===== src/sv/msg_pkg.sv =====
// Shared constants, codes and types of the multi-axis step generator.
`timescale 1ns / 1ps

package msg_pkg;

    localparam int POS_BITS   = 24;
    localparam int IN_BITS    = 24;
    localparam int AXES       = 3;
    localparam int DELTA_BITS = 25;
    localparam int ACC_BITS   = DELTA_BITS + 1;
    localparam int DELAY_BITS = 16;
    localparam int CALC_BITS  = ((POS_BITS > IN_BITS) ? POS_BITS : IN_BITS) + 2;

    localparam int S_TDATA_BITS = 72;
    localparam int M_TDATA_BITS = 24;
    localparam int CFG_IDX_BITS = 2;

    localparam logic [DELAY_BITS-1:0] DELAY_MAX = {DELAY_BITS{1'b1}};

    localparam logic [CFG_IDX_BITS-1:0] CFG_MODE   = 2'd0;
    localparam logic [CFG_IDX_BITS-1:0] CFG_START  = 2'd1;
    localparam logic [CFG_IDX_BITS-1:0] CFG_CRUISE = 2'd2;

    localparam logic                  MODE_RESET   = 1'b1;
    localparam logic [DELAY_BITS-1:0] START_RESET  = 16'd1000;
    localparam logic [DELAY_BITS-1:0] CRUISE_RESET = 16'd100;

    typedef enum logic [1:0] {
        OP_MOVE   = 2'd0,
        OP_TICK   = 2'd1,
        OP_SETPOS = 2'd2,
        OP_NOP    = 2'd3
    } op_t;

    typedef struct packed {
        logic do_move;
        logic do_tick;
        logic do_set;
        logic abs_mode;
    } lane_cmd_t;

    typedef struct packed {
        logic                  ok_move;
        logic                  ok_set;
        logic                  dir_pos;
        logic [DELTA_BITS-1:0] abs_delta;
        logic                  pulse;
    } lane_stat_t;

    typedef struct packed {
        logic [AXES-1:0]       dirs;
        logic [DELAY_BITS-1:0] delay;
        logic                  last;
        logic                  idle;
    } merge_res_t;

    typedef struct packed {
        logic                    last;
        logic [M_TDATA_BITS-1:0] data;
    } out_beat_t;

endpackage


===== src/sv/multi_axis_step_generator.sv =====
// Top level of the three-axis step pulse generator with a trapezoid delay ramp.
`timescale 1ns / 1ps

// The block takes one beat (start move, step tick or set position) in every clock
// cycle while s_tready is high and returns exactly one result beat per input beat,
// registered in the output register or in the skid register. Each axis has its own
// lane that checks the target, forms the delta and runs the Bresenham accumulator;
// a merge stage picks the step count, plans the ramp and keeps the delay. A two-entry
// output buffer keeps s_tready high while one result waits on the master side, so
// the rate is one beat per cycle as long as results are taken. Configuration is to
// be written only while no move is running and no result is pending (not enforced).

module multi_axis_step_generator
    import msg_pkg::*;
(
    input  logic                    clk,
    input  logic                    rst_n,
    input  logic                    cfg_we,
    input  logic [CFG_IDX_BITS-1:0] cfg_index,
    input  logic [DELAY_BITS-1:0]   cfg_data,
    input  logic                    s_tvalid,
    output logic                    s_tready,
    // target_x [23:0], target_z [47:24], target_a [71:48]
    input  logic [S_TDATA_BITS-1:0] s_tdata,
    // operation [1:0]
    input  logic [1:0]              s_tuser,
    output logic                    m_tvalid,
    input  logic                    m_tready,
    // step_x [0], step_z [1], step_a [2], dir_x [3], dir_z [4], dir_a [5],
    // interval_delay [21:6], idle [22], rejected [23]
    output logic [M_TDATA_BITS-1:0] m_tdata,
    // last_step
    output logic                    m_tlast
);

    logic                  mode_reg, mode_next;
    logic [DELAY_BITS-1:0] start_reg, start_next;
    logic [DELAY_BITS-1:0] cruise_reg, cruise_next;

    logic                  accept;
    op_t                   op;
    lane_cmd_t             cmd;
    lane_stat_t            stat [AXES];
    logic [AXES-1:0]       ok_move;
    logic [AXES-1:0]       ok_set;
    logic [AXES-1:0]       pulses;
    logic                  move_ok;
    logic                  set_ok;
    logic                  active;
    logic [AXES-1:0]       dirs;
    logic [DELTA_BITS-1:0] total;
    logic [DELTA_BITS-1:0] seed;
    merge_res_t            res;
    logic                  rejected;
    out_beat_t             beat;
    out_beat_t             m_beat;

    always_comb
    begin
        mode_next   = mode_reg;
        start_next  = start_reg;
        cruise_next = cruise_reg;
        if (cfg_we)
        begin
            case (cfg_index)
                CFG_MODE:   mode_next   = cfg_data[0];
                CFG_START:  start_next  = cfg_data;
                CFG_CRUISE: cruise_next = cfg_data;
                default:    ;
            endcase
        end
    end

    always_ff @(posedge clk or negedge rst_n)
    begin
        if (!rst_n)
        begin
            mode_reg   <= MODE_RESET;
            start_reg  <= START_RESET;
            cruise_reg <= CRUISE_RESET;
        end
        else
        begin
            mode_reg   <= mode_next;
            start_reg  <= start_next;
            cruise_reg <= cruise_next;
        end
    end

    assign accept = s_tvalid && s_tready;
    assign op     = op_t'(s_tuser);

    always_comb
    begin
        for (int i = 0; i < AXES; i++)
        begin
            ok_move[i] = stat[i].ok_move;
            ok_set[i]  = stat[i].ok_set;
            pulses[i]  = stat[i].pulse;
        end
    end

    assign move_ok = &ok_move;
    assign set_ok  = &ok_set;

    assign cmd.abs_mode = mode_reg;
    assign cmd.do_move  = accept && (op == OP_MOVE) && !active && move_ok;
    assign cmd.do_tick  = accept && (op == OP_TICK) && active;
    assign cmd.do_set   = accept && (op == OP_SETPOS) && !active && set_ok;

    assign rejected = ((op == OP_MOVE) && (active || !move_ok))
                   || ((op == OP_SETPOS) && (active || !set_ok));

    for (genvar g = 0; g < AXES; g++)
    begin : g_lane
        msg_axis_lane u_lane (
            .clk     (clk),
            .rst_n   (rst_n),
            .cmd     (cmd),
            .target  (s_tdata[g*IN_BITS +: IN_BITS]),
            .dir_bit (dirs[g]),
            .total   (total),
            .seed    (seed),
            .stat    (stat[g])
        );
    end

    msg_merge u_merge (
        .clk          (clk),
        .rst_n        (rst_n),
        .do_move      (cmd.do_move),
        .do_tick      (cmd.do_tick),
        .stat         (stat),
        .start_delay  (start_reg),
        .cruise_delay (cruise_reg),
        .active       (active),
        .dirs         (dirs),
        .total        (total),
        .seed         (seed),
        .res          (res)
    );

    assign beat.last = res.last;
    assign beat.data = {rejected, res.idle, res.delay, res.dirs, pulses};

    msg_out_buf u_out_buf (
        .clk       (clk),
        .rst_n     (rst_n),
        .in_valid  (s_tvalid),
        .in_ready  (s_tready),
        .in_beat   (beat),
        .out_valid (m_tvalid),
        .out_ready (m_tready),
        .out_beat  (m_beat)
    );

    assign m_tdata = m_beat.data;
    assign m_tlast = m_beat.last;

endmodule


===== src/sv/msg_axis_lane.sv =====
// One axis lane: position, delta and Bresenham accumulator of a single axis.
`timescale 1ns / 1ps

module msg_axis_lane
    import msg_pkg::*;
(
    input  logic                  clk,
    input  logic                  rst_n,
    input  lane_cmd_t             cmd,
    input  logic [IN_BITS-1:0]    target,
    input  logic                  dir_bit,
    input  logic [DELTA_BITS-1:0] total,
    input  logic [DELTA_BITS-1:0] seed,
    output lane_stat_t            stat
);

    logic [POS_BITS-1:0]   pos_reg, pos_next;
    logic [DELTA_BITS-1:0] absd_reg, absd_next;
    logic [ACC_BITS-1:0]   acc_reg, acc_next;

    logic [CALC_BITS-1:0]  t_ext;
    logic [CALC_BITS-1:0]  pos_ext;
    logic [CALC_BITS-1:0]  tgt;
    logic [CALC_BITS-1:0]  delta;
    logic [CALC_BITS-1:0]  absd_wide;
    logic [CALC_BITS-POS_BITS:0] tgt_top;
    logic [CALC_BITS-POS_BITS:0] t_top;
    logic                  tgt_fits;
    logic                  t_fits;
    logic [ACC_BITS-1:0]   acc_sum;
    logic                  pulse;

    assign t_ext   = {{(CALC_BITS-IN_BITS){target[IN_BITS-1]}}, target};
    assign pos_ext = {{(CALC_BITS-POS_BITS){pos_reg[POS_BITS-1]}}, pos_reg};
    assign tgt     = cmd.abs_mode ? t_ext : pos_ext + t_ext;
    assign tgt_top = tgt[CALC_BITS-1:POS_BITS-1];
    assign t_top   = t_ext[CALC_BITS-1:POS_BITS-1];
    assign tgt_fits = (&tgt_top) || !(|tgt_top);
    assign t_fits   = (&t_top) || !(|t_top);
    assign delta     = tgt - pos_ext;
    assign absd_wide = delta[CALC_BITS-1] ? (~delta + CALC_BITS'(1)) : delta;

    assign acc_sum = acc_reg + {1'b0, absd_reg};
    assign pulse   = acc_sum >= {1'b0, total};

    assign stat.ok_move   = tgt_fits && !(|absd_wide[CALC_BITS-1:DELTA_BITS]);
    assign stat.ok_set    = t_fits;
    assign stat.dir_pos   = !delta[CALC_BITS-1] && (|delta);
    assign stat.abs_delta = absd_wide[DELTA_BITS-1:0];
    assign stat.pulse     = cmd.do_tick && pulse;

    always_comb
    begin
        pos_next  = pos_reg;
        absd_next = absd_reg;
        acc_next  = acc_reg;
        if (cmd.do_move)
        begin
            absd_next = absd_wide[DELTA_BITS-1:0];
            acc_next  = {1'b0, seed};
        end
        else if (cmd.do_tick)
        begin
            if (pulse)
            begin
                acc_next = acc_sum - {1'b0, total};
                pos_next = dir_bit ? pos_reg + POS_BITS'(1) : pos_reg - POS_BITS'(1);
            end
            else
            begin
                acc_next = acc_sum;
            end
        end
        else if (cmd.do_set)
        begin
            pos_next = t_ext[POS_BITS-1:0];
        end
    end

    always_ff @(posedge clk or negedge rst_n)
    begin
        if (!rst_n)
        begin
            pos_reg  <= '0;
            absd_reg <= '0;
            acc_reg  <= '0;
        end
        else
        begin
            pos_reg  <= pos_next;
            absd_reg <= absd_next;
            acc_reg  <= acc_next;
        end
    end

endmodule


===== src/sv/msg_merge.sv =====
// Merge stage: step count, direction bits, ramp plan and delay of the move.
`timescale 1ns / 1ps

module msg_merge
    import msg_pkg::*;
(
    input  logic                  clk,
    input  logic                  rst_n,
    input  logic                  do_move,
    input  logic                  do_tick,
    input  lane_stat_t            stat [AXES],
    input  logic [DELAY_BITS-1:0] start_delay,
    input  logic [DELAY_BITS-1:0] cruise_delay,
    output logic                  active,
    output logic [AXES-1:0]       dirs,
    output logic [DELTA_BITS-1:0] total,
    output logic [DELTA_BITS-1:0] seed,
    output merge_res_t            res
);

    logic [AXES-1:0]       dirs_reg, dirs_next;
    logic [DELTA_BITS-1:0] total_reg, total_next;
    logic [DELTA_BITS-1:0] idx_reg, idx_next;
    logic [DELTA_BITS-1:0] accel_reg, accel_next;
    logic [DELTA_BITS:0]   decel_reg, decel_next;
    logic [DELAY_BITS-1:0] delay_reg, delay_next;
    logic                  active_reg, active_next;

    logic [DELTA_BITS-1:0] maxs;
    logic [AXES-1:0]       dir_pos;
    logic [DELTA_BITS-1:0] half;
    logic [DELAY_BITS-1:0] ramp_raw;
    logic [DELTA_BITS-1:0] ramp;
    logic [DELAY_BITS-1:0] tick_delay;
    logic [DELTA_BITS-1:0] idx_inc;
    logic                  tick_last;

    always_comb
    begin
        maxs = '0;
        for (int i = 0; i < AXES; i++)
        begin
            dir_pos[i] = stat[i].dir_pos;
            if (stat[i].abs_delta > maxs)
            begin
                maxs = stat[i].abs_delta;
            end
        end
    end

    assign half     = maxs >> 1;
    assign ramp_raw = (start_delay > cruise_delay) ? start_delay - cruise_delay : '0;
    assign ramp     = ({{(DELTA_BITS-DELAY_BITS){1'b0}}, ramp_raw} > half) ? half
                      : {{(DELTA_BITS-DELAY_BITS){1'b0}}, ramp_raw};

    always_comb
    begin
        tick_delay = delay_reg;
        if ((idx_reg < accel_reg) && (tick_delay != '0))
        begin
            tick_delay = tick_delay - DELAY_BITS'(1);
        end
        if (({1'b0, idx_reg} >= decel_reg) && (tick_delay != DELAY_MAX))
        begin
            tick_delay = tick_delay + DELAY_BITS'(1);
        end
    end

    assign idx_inc   = idx_reg + DELTA_BITS'(1);
    assign tick_last = idx_inc >= total_reg;

    always_comb
    begin
        dirs_next   = dirs_reg;
        total_next  = total_reg;
        idx_next    = idx_reg;
        accel_next  = accel_reg;
        decel_next  = decel_reg;
        delay_next  = delay_reg;
        active_next = active_reg;
        if (do_move)
        begin
            dirs_next   = dir_pos;
            total_next  = maxs;
            idx_next    = '0;
            accel_next  = ramp;
            decel_next  = {1'b0, maxs} - {1'b0, ramp};
            delay_next  = start_delay;
            active_next = |maxs;
        end
        else if (do_tick)
        begin
            delay_next  = tick_delay;
            idx_next    = idx_inc;
            active_next = !tick_last;
        end
    end

    always_comb
    begin
        res.dirs  = dirs_next;
        res.idle  = !active_next;
        res.delay = '0;
        res.last  = 1'b0;
        if (do_move)
        begin
            res.delay = start_delay;
            res.last  = !(|maxs);
        end
        else if (do_tick)
        begin
            res.delay = tick_delay;
            res.last  = tick_last;
        end
    end

    assign active = active_reg;
    assign dirs   = dirs_reg;
    assign total  = total_reg;
    assign seed   = half;

    always_ff @(posedge clk or negedge rst_n)
    begin
        if (!rst_n)
        begin
            dirs_reg   <= '0;
            total_reg  <= '0;
            idx_reg    <= '0;
            accel_reg  <= '0;
            decel_reg  <= '0;
            delay_reg  <= '0;
            active_reg <= 1'b0;
        end
        else
        begin
            dirs_reg   <= dirs_next;
            total_reg  <= total_next;
            idx_reg    <= idx_next;
            accel_reg  <= accel_next;
            decel_reg  <= decel_next;
            delay_reg  <= delay_next;
            active_reg <= active_next;
        end
    end

endmodule


===== src/sv/msg_out_buf.sv =====
// Two-entry output buffer: an output register backed by a skid register.
`timescale 1ns / 1ps

module msg_out_buf
    import msg_pkg::*;
(
    input  logic      clk,
    input  logic      rst_n,
    input  logic      in_valid,
    output logic      in_ready,
    input  out_beat_t in_beat,
    output logic      out_valid,
    input  logic      out_ready,
    output out_beat_t out_beat
);

    logic      out_valid_reg, out_valid_next;
    logic      skid_valid_reg, skid_valid_next;
    out_beat_t out_beat_reg, out_beat_next;
    out_beat_t skid_beat_reg, skid_beat_next;
    logic      push;

    assign in_ready = !skid_valid_reg;
    assign push     = in_valid && !skid_valid_reg;

    always_comb
    begin
        out_valid_next  = out_valid_reg;
        skid_valid_next = skid_valid_reg;
        out_beat_next   = out_beat_reg;
        skid_beat_next  = skid_beat_reg;
        if (!out_valid_reg || out_ready)
        begin
            if (skid_valid_reg)
            begin
                out_valid_next  = 1'b1;
                out_beat_next   = skid_beat_reg;
                skid_valid_next = 1'b0;
            end
            else
            begin
                out_valid_next = push;
                out_beat_next  = in_beat;
            end
        end
        else if (push)
        begin
            skid_valid_next = 1'b1;
            skid_beat_next  = in_beat;
        end
    end

    always_ff @(posedge clk or negedge rst_n)
    begin
        if (!rst_n)
        begin
            out_valid_reg  <= 1'b0;
            skid_valid_reg <= 1'b0;
        end
        else
        begin
            out_valid_reg  <= out_valid_next;
            skid_valid_reg <= skid_valid_next;
        end
    end

    always_ff @(posedge clk)
    begin
        out_beat_reg  <= out_beat_next;
        skid_beat_reg <= skid_beat_next;
    end

    assign out_valid = out_valid_reg;
    assign out_beat  = out_beat_reg;

endmodule


===== config.mk =====
export PLATFORM = sky130hd
export DESIGN_NAME = multi_axis_step_generator
export DESIGN_NICKNAME = d
export VERILOG_FILES = /design/src/sv/msg_pkg.sv /design/src/sv/multi_axis_step_generator.sv /design/src/sv/msg_axis_lane.sv /design/src/sv/msg_merge.sv /design/src/sv/msg_out_buf.sv
export SDC_FILE = /design/constraint.sdc
export NUM_CORES = 2
export LEC_CHECK = 0
export BUFFER_PORTS_ARGS = -buffer_cell sky130_fd_sc_hd__buf_4
export CAP_MARGIN = 20
export CORE_ASPECT_RATIO = 0.7
export CORE_MARGIN = 1
export CORE_UTILIZATION = 45
export CTS_BUF_LIST = sky130_fd_sc_hd__clkbuf_2 sky130_fd_sc_hd__clkbuf_4 sky130_fd_sc_hd__clkbuf_8
export CTS_CLUSTER_DIAMETER = 200
export DETAILED_ROUTE_END_ITERATION = 16
export GPL_TIMING_DRIVEN = 0
export PLACE_DENSITY = 0.71
export SLEW_MARGIN = 10
export SYNTH_ARGS = -nofsm -noshare
export SYNTH_HDL_FRONTEND = slang
export SYNTH_SLANG_ARGS = --single-unit

===== constraint.sdc =====
create_clock -name clk -period 27.4 [get_ports clk]
set_input_delay 5.48 -clock clk [delete_from_list [all_inputs] [get_ports clk]]
set_output_delay 5.48 -clock clk [all_outputs]
set_load 0.1 [all_outputs]

# Yosys cells after proc, flatten, opt, wreduce, memory -nomap -nowiden
# Index checks and enable logic that the tools add are counted.
# totals
regBits	431
input_bits	97
# op_classes
order_cmp	11
muxes	47
n_reduce_logical	67
n_eq_ne	8
n_bitwise	5
n_addsub	26
# ops
operator	count
two-way mux 26 bit	15
two-way mux 24 bit	13
two-way mux 25 bit	6
two-way mux 16 bit	5
adder 26 x 1 -> 26 bit (second input constant)	3
adder 26 x 25 -> 26 bit	3
greater-or-equal comparator 26 x 25 -> 1 bit	3
inverter 26 bit	3
OR reduction 26 bit	3
subtractor 26 x 25 -> 26 bit	3
subtractor 26 bit	3
adder 24 x 24 -> 25 bit	3
adder 24 x 1 -> 24 bit (second input constant)	3
subtractor 24 x 1 -> 24 bit (second input constant)	3
> comparator 25 bit	2
two-way mux 17 bit	2
greater-or-equal comparator 25 x 26 -> 1 bit	1
subtractor 25 x 25 -> 26 bit	1
adder 25 x 1 -> 25 bit (second input constant)	1
greater-or-equal comparator 25 bit	1
> comparator 25 x 1 -> 1 bit (second input constant)	1
< comparator 25 bit	1
OR reduction 25 bit	1
> comparator 16 x 24 -> 1 bit	1
20 further kinds	83

# Depth between registers and ports, before layout
# depth
ltp_word	16
ltp_mapped	75

# Cells and area by module
# From an unflattened synthesis, not the netlist that was laid out.
# hier_totals
cells_unflattened	5772
area_unflattened_um2	48057.3
# modules_own_cells
module	area_each_um2	n_inst	cells_each	seq_area_each_um2
msg_merge	12575.8	1	1540	3002.9
msg_axis_lane (g_lane[1].u_lane)	10985.5	1	1409	1876.8
msg_axis_lane (g_lane[0].u_lane)	10565.1	1	1314	1876.8
msg_axis_lane (g_lane[2].u_lane)	10540.1	1	1342	1876.8
msg_out_buf	1971.9	1	86	1551.5
multi_axis_step_generator	1418.9	1	81	838.3

# Worst setup path after synthesis
# OpenSTA, ideal clock, no wires.
# synth_path
path_type	input to register
startpoint	input port s_tdata[1]
endpoint	register u_merge.decel_reg[21]
required_ns	27.275
arrival_ns	19.519
path_slack_ns	7.756
path_stages	69
n_path_buf	7
cell_sequence	ha_1 -> a211o_1 -> a2111oi_0 -> o31ai_1 -> o22ai_1 -> o211a_1 -> nor2_1 -> xor2_1 -> mux2_2 -> ha_1 -> clkbuf_1 -> and2_1 -> a221o_1 -> a2111oi_0 -> o22ai_1 -> nor2_1 -> clkbuf_1 -> o21ai_0 -> (+33 left out) -> clkbuf_1 -> nand2_2 -> buf_4 -> a21oi_1 -> ha_1 -> nor2b_1 -> o21ai_0 -> a21boi_0 -> o41ai_1 -> o21ai_0 -> o31ai_1 -> o211ai_1 -> a31o_2 -> a21o_1 -> a2111oi_0 -> o21ai_0 -> nor2b_1 -> mux2_2
# synth_via
elab_chain_len	15
elab_cells_between_ends	23
classes_between	add/sub: 4; order compare: 4; mux: 6; bitwise: 1; reduce/logical: 8
# synth_rtl
item	line	source
from (decl)	multi_axis_step_generator.sv:24	input logic [S_TDATA_BITS-1:0] s_tdata,
adder 24 x 24 -> 25 bit	msg_axis_lane.sv:35	assign tgt = cmd.abs_mode ? t_ext : pos_ext + t_ext;
two-way mux 26 bit (*)	msg_axis_lane.sv:35	
subtractor 26 bit (*)	msg_axis_lane.sv:40	assign delta = tgt - pos_ext;
inverter 26 bit	msg_axis_lane.sv:41	assign absd_wide = delta[CALC_BITS-1] ? (~delta + CALC_BITS'(1)) : delta;
adder 26 x 1 -> 26 bit	msg_axis_lane.sv:41	
two-way mux 26 bit (*)	msg_axis_lane.sv:41	
> comparator 25 x 1 -> 1 bit	msg_merge.sv:44	if (stat[i].abs_delta > maxs)
two-way mux 25 bit (*)	msg_merge.sv:44	
> comparator 25 bit	msg_merge.sv:44	
two-way mux 25 bit (*)	msg_merge.sv:44	
> comparator 25 bit	msg_merge.sv:44	
two-way mux 25 bit (*)	msg_merge.sv:44	
named net g_lane[0].u_lane.seed[12]	msg_axis_lane.sv:13	input logic [DELTA_BITS-1:0] seed,
> comparator 16 x 24 -> 1 bit	msg_merge.sv:53	assign ramp = ({{(DELTA_BITS-DELAY_BITS){1'b0}}, ramp_raw} > half) ? half
two-way mux 24 bit	msg_merge.sv:53	
subtractor 25 x 25 -> 26 bit (*)	msg_merge.sv:87	decel_next = {1'b0, maxs} - {1'b0, ramp};
to (signal assigned)	msg_merge.sv:140	decel_reg <= decel_next;
to (decl)	msg_merge.sv:25	logic [DELTA_BITS:0] decel_reg, decel_next;
# Mark *: on every way through the listed nets, which the timed path passes. The rest lies on a longest branch.
# A chain may end at the register's enable or synchronous reset.

# Final worst setup path
# layout_path
startpoint	input port s_tdata[0]
endpoint	register u_merge.decel_reg[21]
# layout_via
elab_chain_len	15
elab_cells_between_ends	23
classes_between	add/sub: 4; order compare: 4; mux: 6; bitwise: 1; reduce/logical: 8
# layout_rtl
item	line
adder 24 x 24 -> 25 bit	msg_axis_lane.sv:35
two-way mux 26 bit (*)	msg_axis_lane.sv:35
subtractor 26 bit	msg_axis_lane.sv:40
inverter 26 bit	msg_axis_lane.sv:41
adder 26 x 1 -> 26 bit	msg_axis_lane.sv:41
two-way mux 26 bit	msg_axis_lane.sv:41
> comparator 25 x 1 -> 1 bit	msg_merge.sv:44
two-way mux 25 bit	msg_merge.sv:44
> comparator 25 bit	msg_merge.sv:44
two-way mux 25 bit	msg_merge.sv:44
> comparator 25 bit	msg_merge.sv:44
two-way mux 25 bit	msg_merge.sv:44
> comparator 16 x 24 -> 1 bit	msg_merge.sv:53
two-way mux 24 bit	msg_merge.sv:53
subtractor 25 x 25 -> 26 bit	msg_merge.sv:87
# Every way passes the cells marked *; elsewhere a longest branch is shown, timed or not.

==> metrics.cfg <==
[setup_path]
crit_slowest_cell=o21ai_1
cp.arrival_ps=26710
cpMostUsedCell=a21oi_1
cp_max_fo=10
cp-start-kind=primary input
critPathRequiredTime_ps=28040
endpoint_kind=flip-flop
slowest_delay_ps=950
critPathKind=primary input to flip-flop

[synth]
ys_seq_area_share_pct=23.9
ys_seq_elements=430
synth_edf_count=50
synthAdderAreaFrac_pct=15.7
synth_top_family_by_area=compound AO/OA/AOI/OAI gates
synth_mux_area_share_pct=3.81
synth.distinct_cells=100
syn_avg_cell_area_um2=8.09
synth_xor_area_share_pct=8.21
synth_compound_area_share_pct=25.8
netlist_area_um2=46100
synth_warnings=0
yosys.area_share.simple_pct=18.3
dominantRegCellSynth=dfrtp_1
syn_inst=5695
async_flop_share_pct=88.4

[clock_tree]
cts_tree=yes
cts.htree.levels=3
clkTransAtPathRegs_ps=60
root_buffer=clkbuf_8
cts_num_sinks=430
post_cts_buffers=0
post_cts_resized=0
clock_path_buffers=3
worstSkewPairLatency_ps=780
hold_buffers=0
numCtsBuffers=77

[outcome]
outcome=finished clean

[job]
cap_violations=0

[die]
initial_core_util_pct=45.8
die_w_um=385
die_h_um=270
num_rows=97
dieArea_um2=104000
core_um2=101000
io_pins=124

[finish]
nFillCells=9795
fin_nets=6598
final_common_cell=nand2_1
regArea_um2=11000
largest_reg_flops=78
area_delta_synth_final_pct=10.5
final_cell_mix=nand2_1, ha_1, nor2_1
layout-drive-gt1-share_pct=8.24
multiInputGateArea_um2=33100

[detailed_routing]
drc=0
firstDrtPassIters=6
avgRoutedWirePerCell_um=25.1
vias=46400
drt_iter0_drc=5712
drt-total-wl_um=184000
ant_nets=0
viasPerCell=6.32

[grt]
grt_pass1_vias=42500
grt_max_degree=97
antenna_found_initial=13
track_usage_pct=34.8
grt_pass1_wl_um=273000
grt-ovfl-total=0

[timing]
fmax_mhz=38.4
worst_slew_pin_slew_ps=1290
hold_viol=0
fin_tns_setup_ps=0
fin_crit_ps=26070
finClkSkew_ps=38.1
finalSetupViolCount=0
fin_crit_sh_pct=95.1
slew_headroom_pct=13.8
grt_setup_unrepaired=false
drv_slew=0

[placed_design]
numPortBuffers=123
gp_congestion=1.06
dpl.hpwl_um=148000

[hold_path]
hp-class=flip-flop to flip-flop

==> final cells by class <==
type | count | area share (%)
Antenna cell | 7 | 0.0344
Buffer | 205 | 1.59
Clock buffer | 109 | 2.72
Clock inverter | 28 | 0.702
Inverter | 323 | 2.38
Multi-Input combinational cell | 4744 | 65.0
Sequential cell | 430 | 21.6
Tap cell | 1336 | 3.28
Timing Repair Buffer | 153 | 2.67
==> metal layers <==
layer / GRT usage, % / routed length, um / vias up
met5: 0 / 34 / -
met4: 9.85 / 5480 / 4
met3: 13.4 / 25400 / 288
met2: 44.9 / 68400 / 2365
met1: 52.1 / 85000 / 22200
li1: - / - / 21500
==> worst max-delay path, delay by kind of cell <==
kind | cells | cell delay (ps)
AO/OA/AOI/OAI | 36 | 11530
XOR/XNOR | 2 | 1030
adder cells (fa/ha/maj) | 7 | 2210
multiplexers | 1 | 260
AND/OR/NAND/NOR | 13 | 2670
buffers and inverters | 9 | 3440
==> per-stage QoR <==
step           setup slack [ps]  hold slack, ps  utilization, %  instance area (um2)  cells
2_1_floorplan              7760             449               -                46100   5702
3_3_place_gp               1630             458            48.4                48700   7161
3_5_place_dp               1660             466            48.7                49100   7182
4_1_cts                    2340             479            50.4                50800   7319
5_1_grt                     661             482            50.6                50900   7329
6_report                   1330             480            50.6                51000   7335
==> cell families (layout without fill, tap and decap cells) <==
kind of cell / after synthesis / in the layout
xor gates and xnor gates: 432 / 432
and+or+nand+nor: 1794 / 1794
adders and majority gates: 567 / 567
buffers and inverters: 528 / 818
muxes: 163 / 163
other: 1 / 15
AOI/OAI and AO/OA: 1780 / 1780
DFF: 430 / 430
==> path summary, 6_finish.rpt <==
check | start | endpoint | slack [ps] | depth (start not counted)
worst min register to register | u_merge.total[4]$_DFFE_PN0P_ | u_merge.total[4]$_DFFE_PN0P_ | 480 | 1
max in group asynchronous | rst_n | start_reg[7]$_DFFE_PN1P_ | 20980 | 4
min in group asynchronous | rst_n | g_lane[2].u_lane.pos_reg[16]$_DFFE_PN0P_ | 4630 | 1
worst max register to register | g_lane[0].u_lane.pos_reg[0]$_DFFE_PN0P_ | u_merge.decel_reg[21]$_DFFE_PN0P_ | 5660 | 67
worst max-delay path | s_tdata[0] | u_merge.decel_reg[21]$_DFFE_PN0P_ | 1330 | 68
worst min-delay path | u_merge.total[4]$_DFFE_PN0P_ | u_merge.total[4]$_DFFE_PN0P_ | 480 | 1
==> synthesized netlist by cell type, types with 81 or more instances <==
cell      count  area, um2
a21oi_1     397       1990
a21o_1      180       1350
o21a_1       81        608
nand3_1     141        706
nor2_1      435       1630
o21ai_0     400       2000
clkbuf_1    178        668
nor3_1      156        781
a211oi_1    110        826
ha_1        550       6880
inv_1       320       1200
xor2_1      160       1400
nand2_1     599       2250
dfrtp_1     370       9260
mux2_2       91       1020
xnor2_1     272       2380
Power is not shown: default switching activity piles up to over one toggle a cycle in this logic, so the estimate is an artifact.
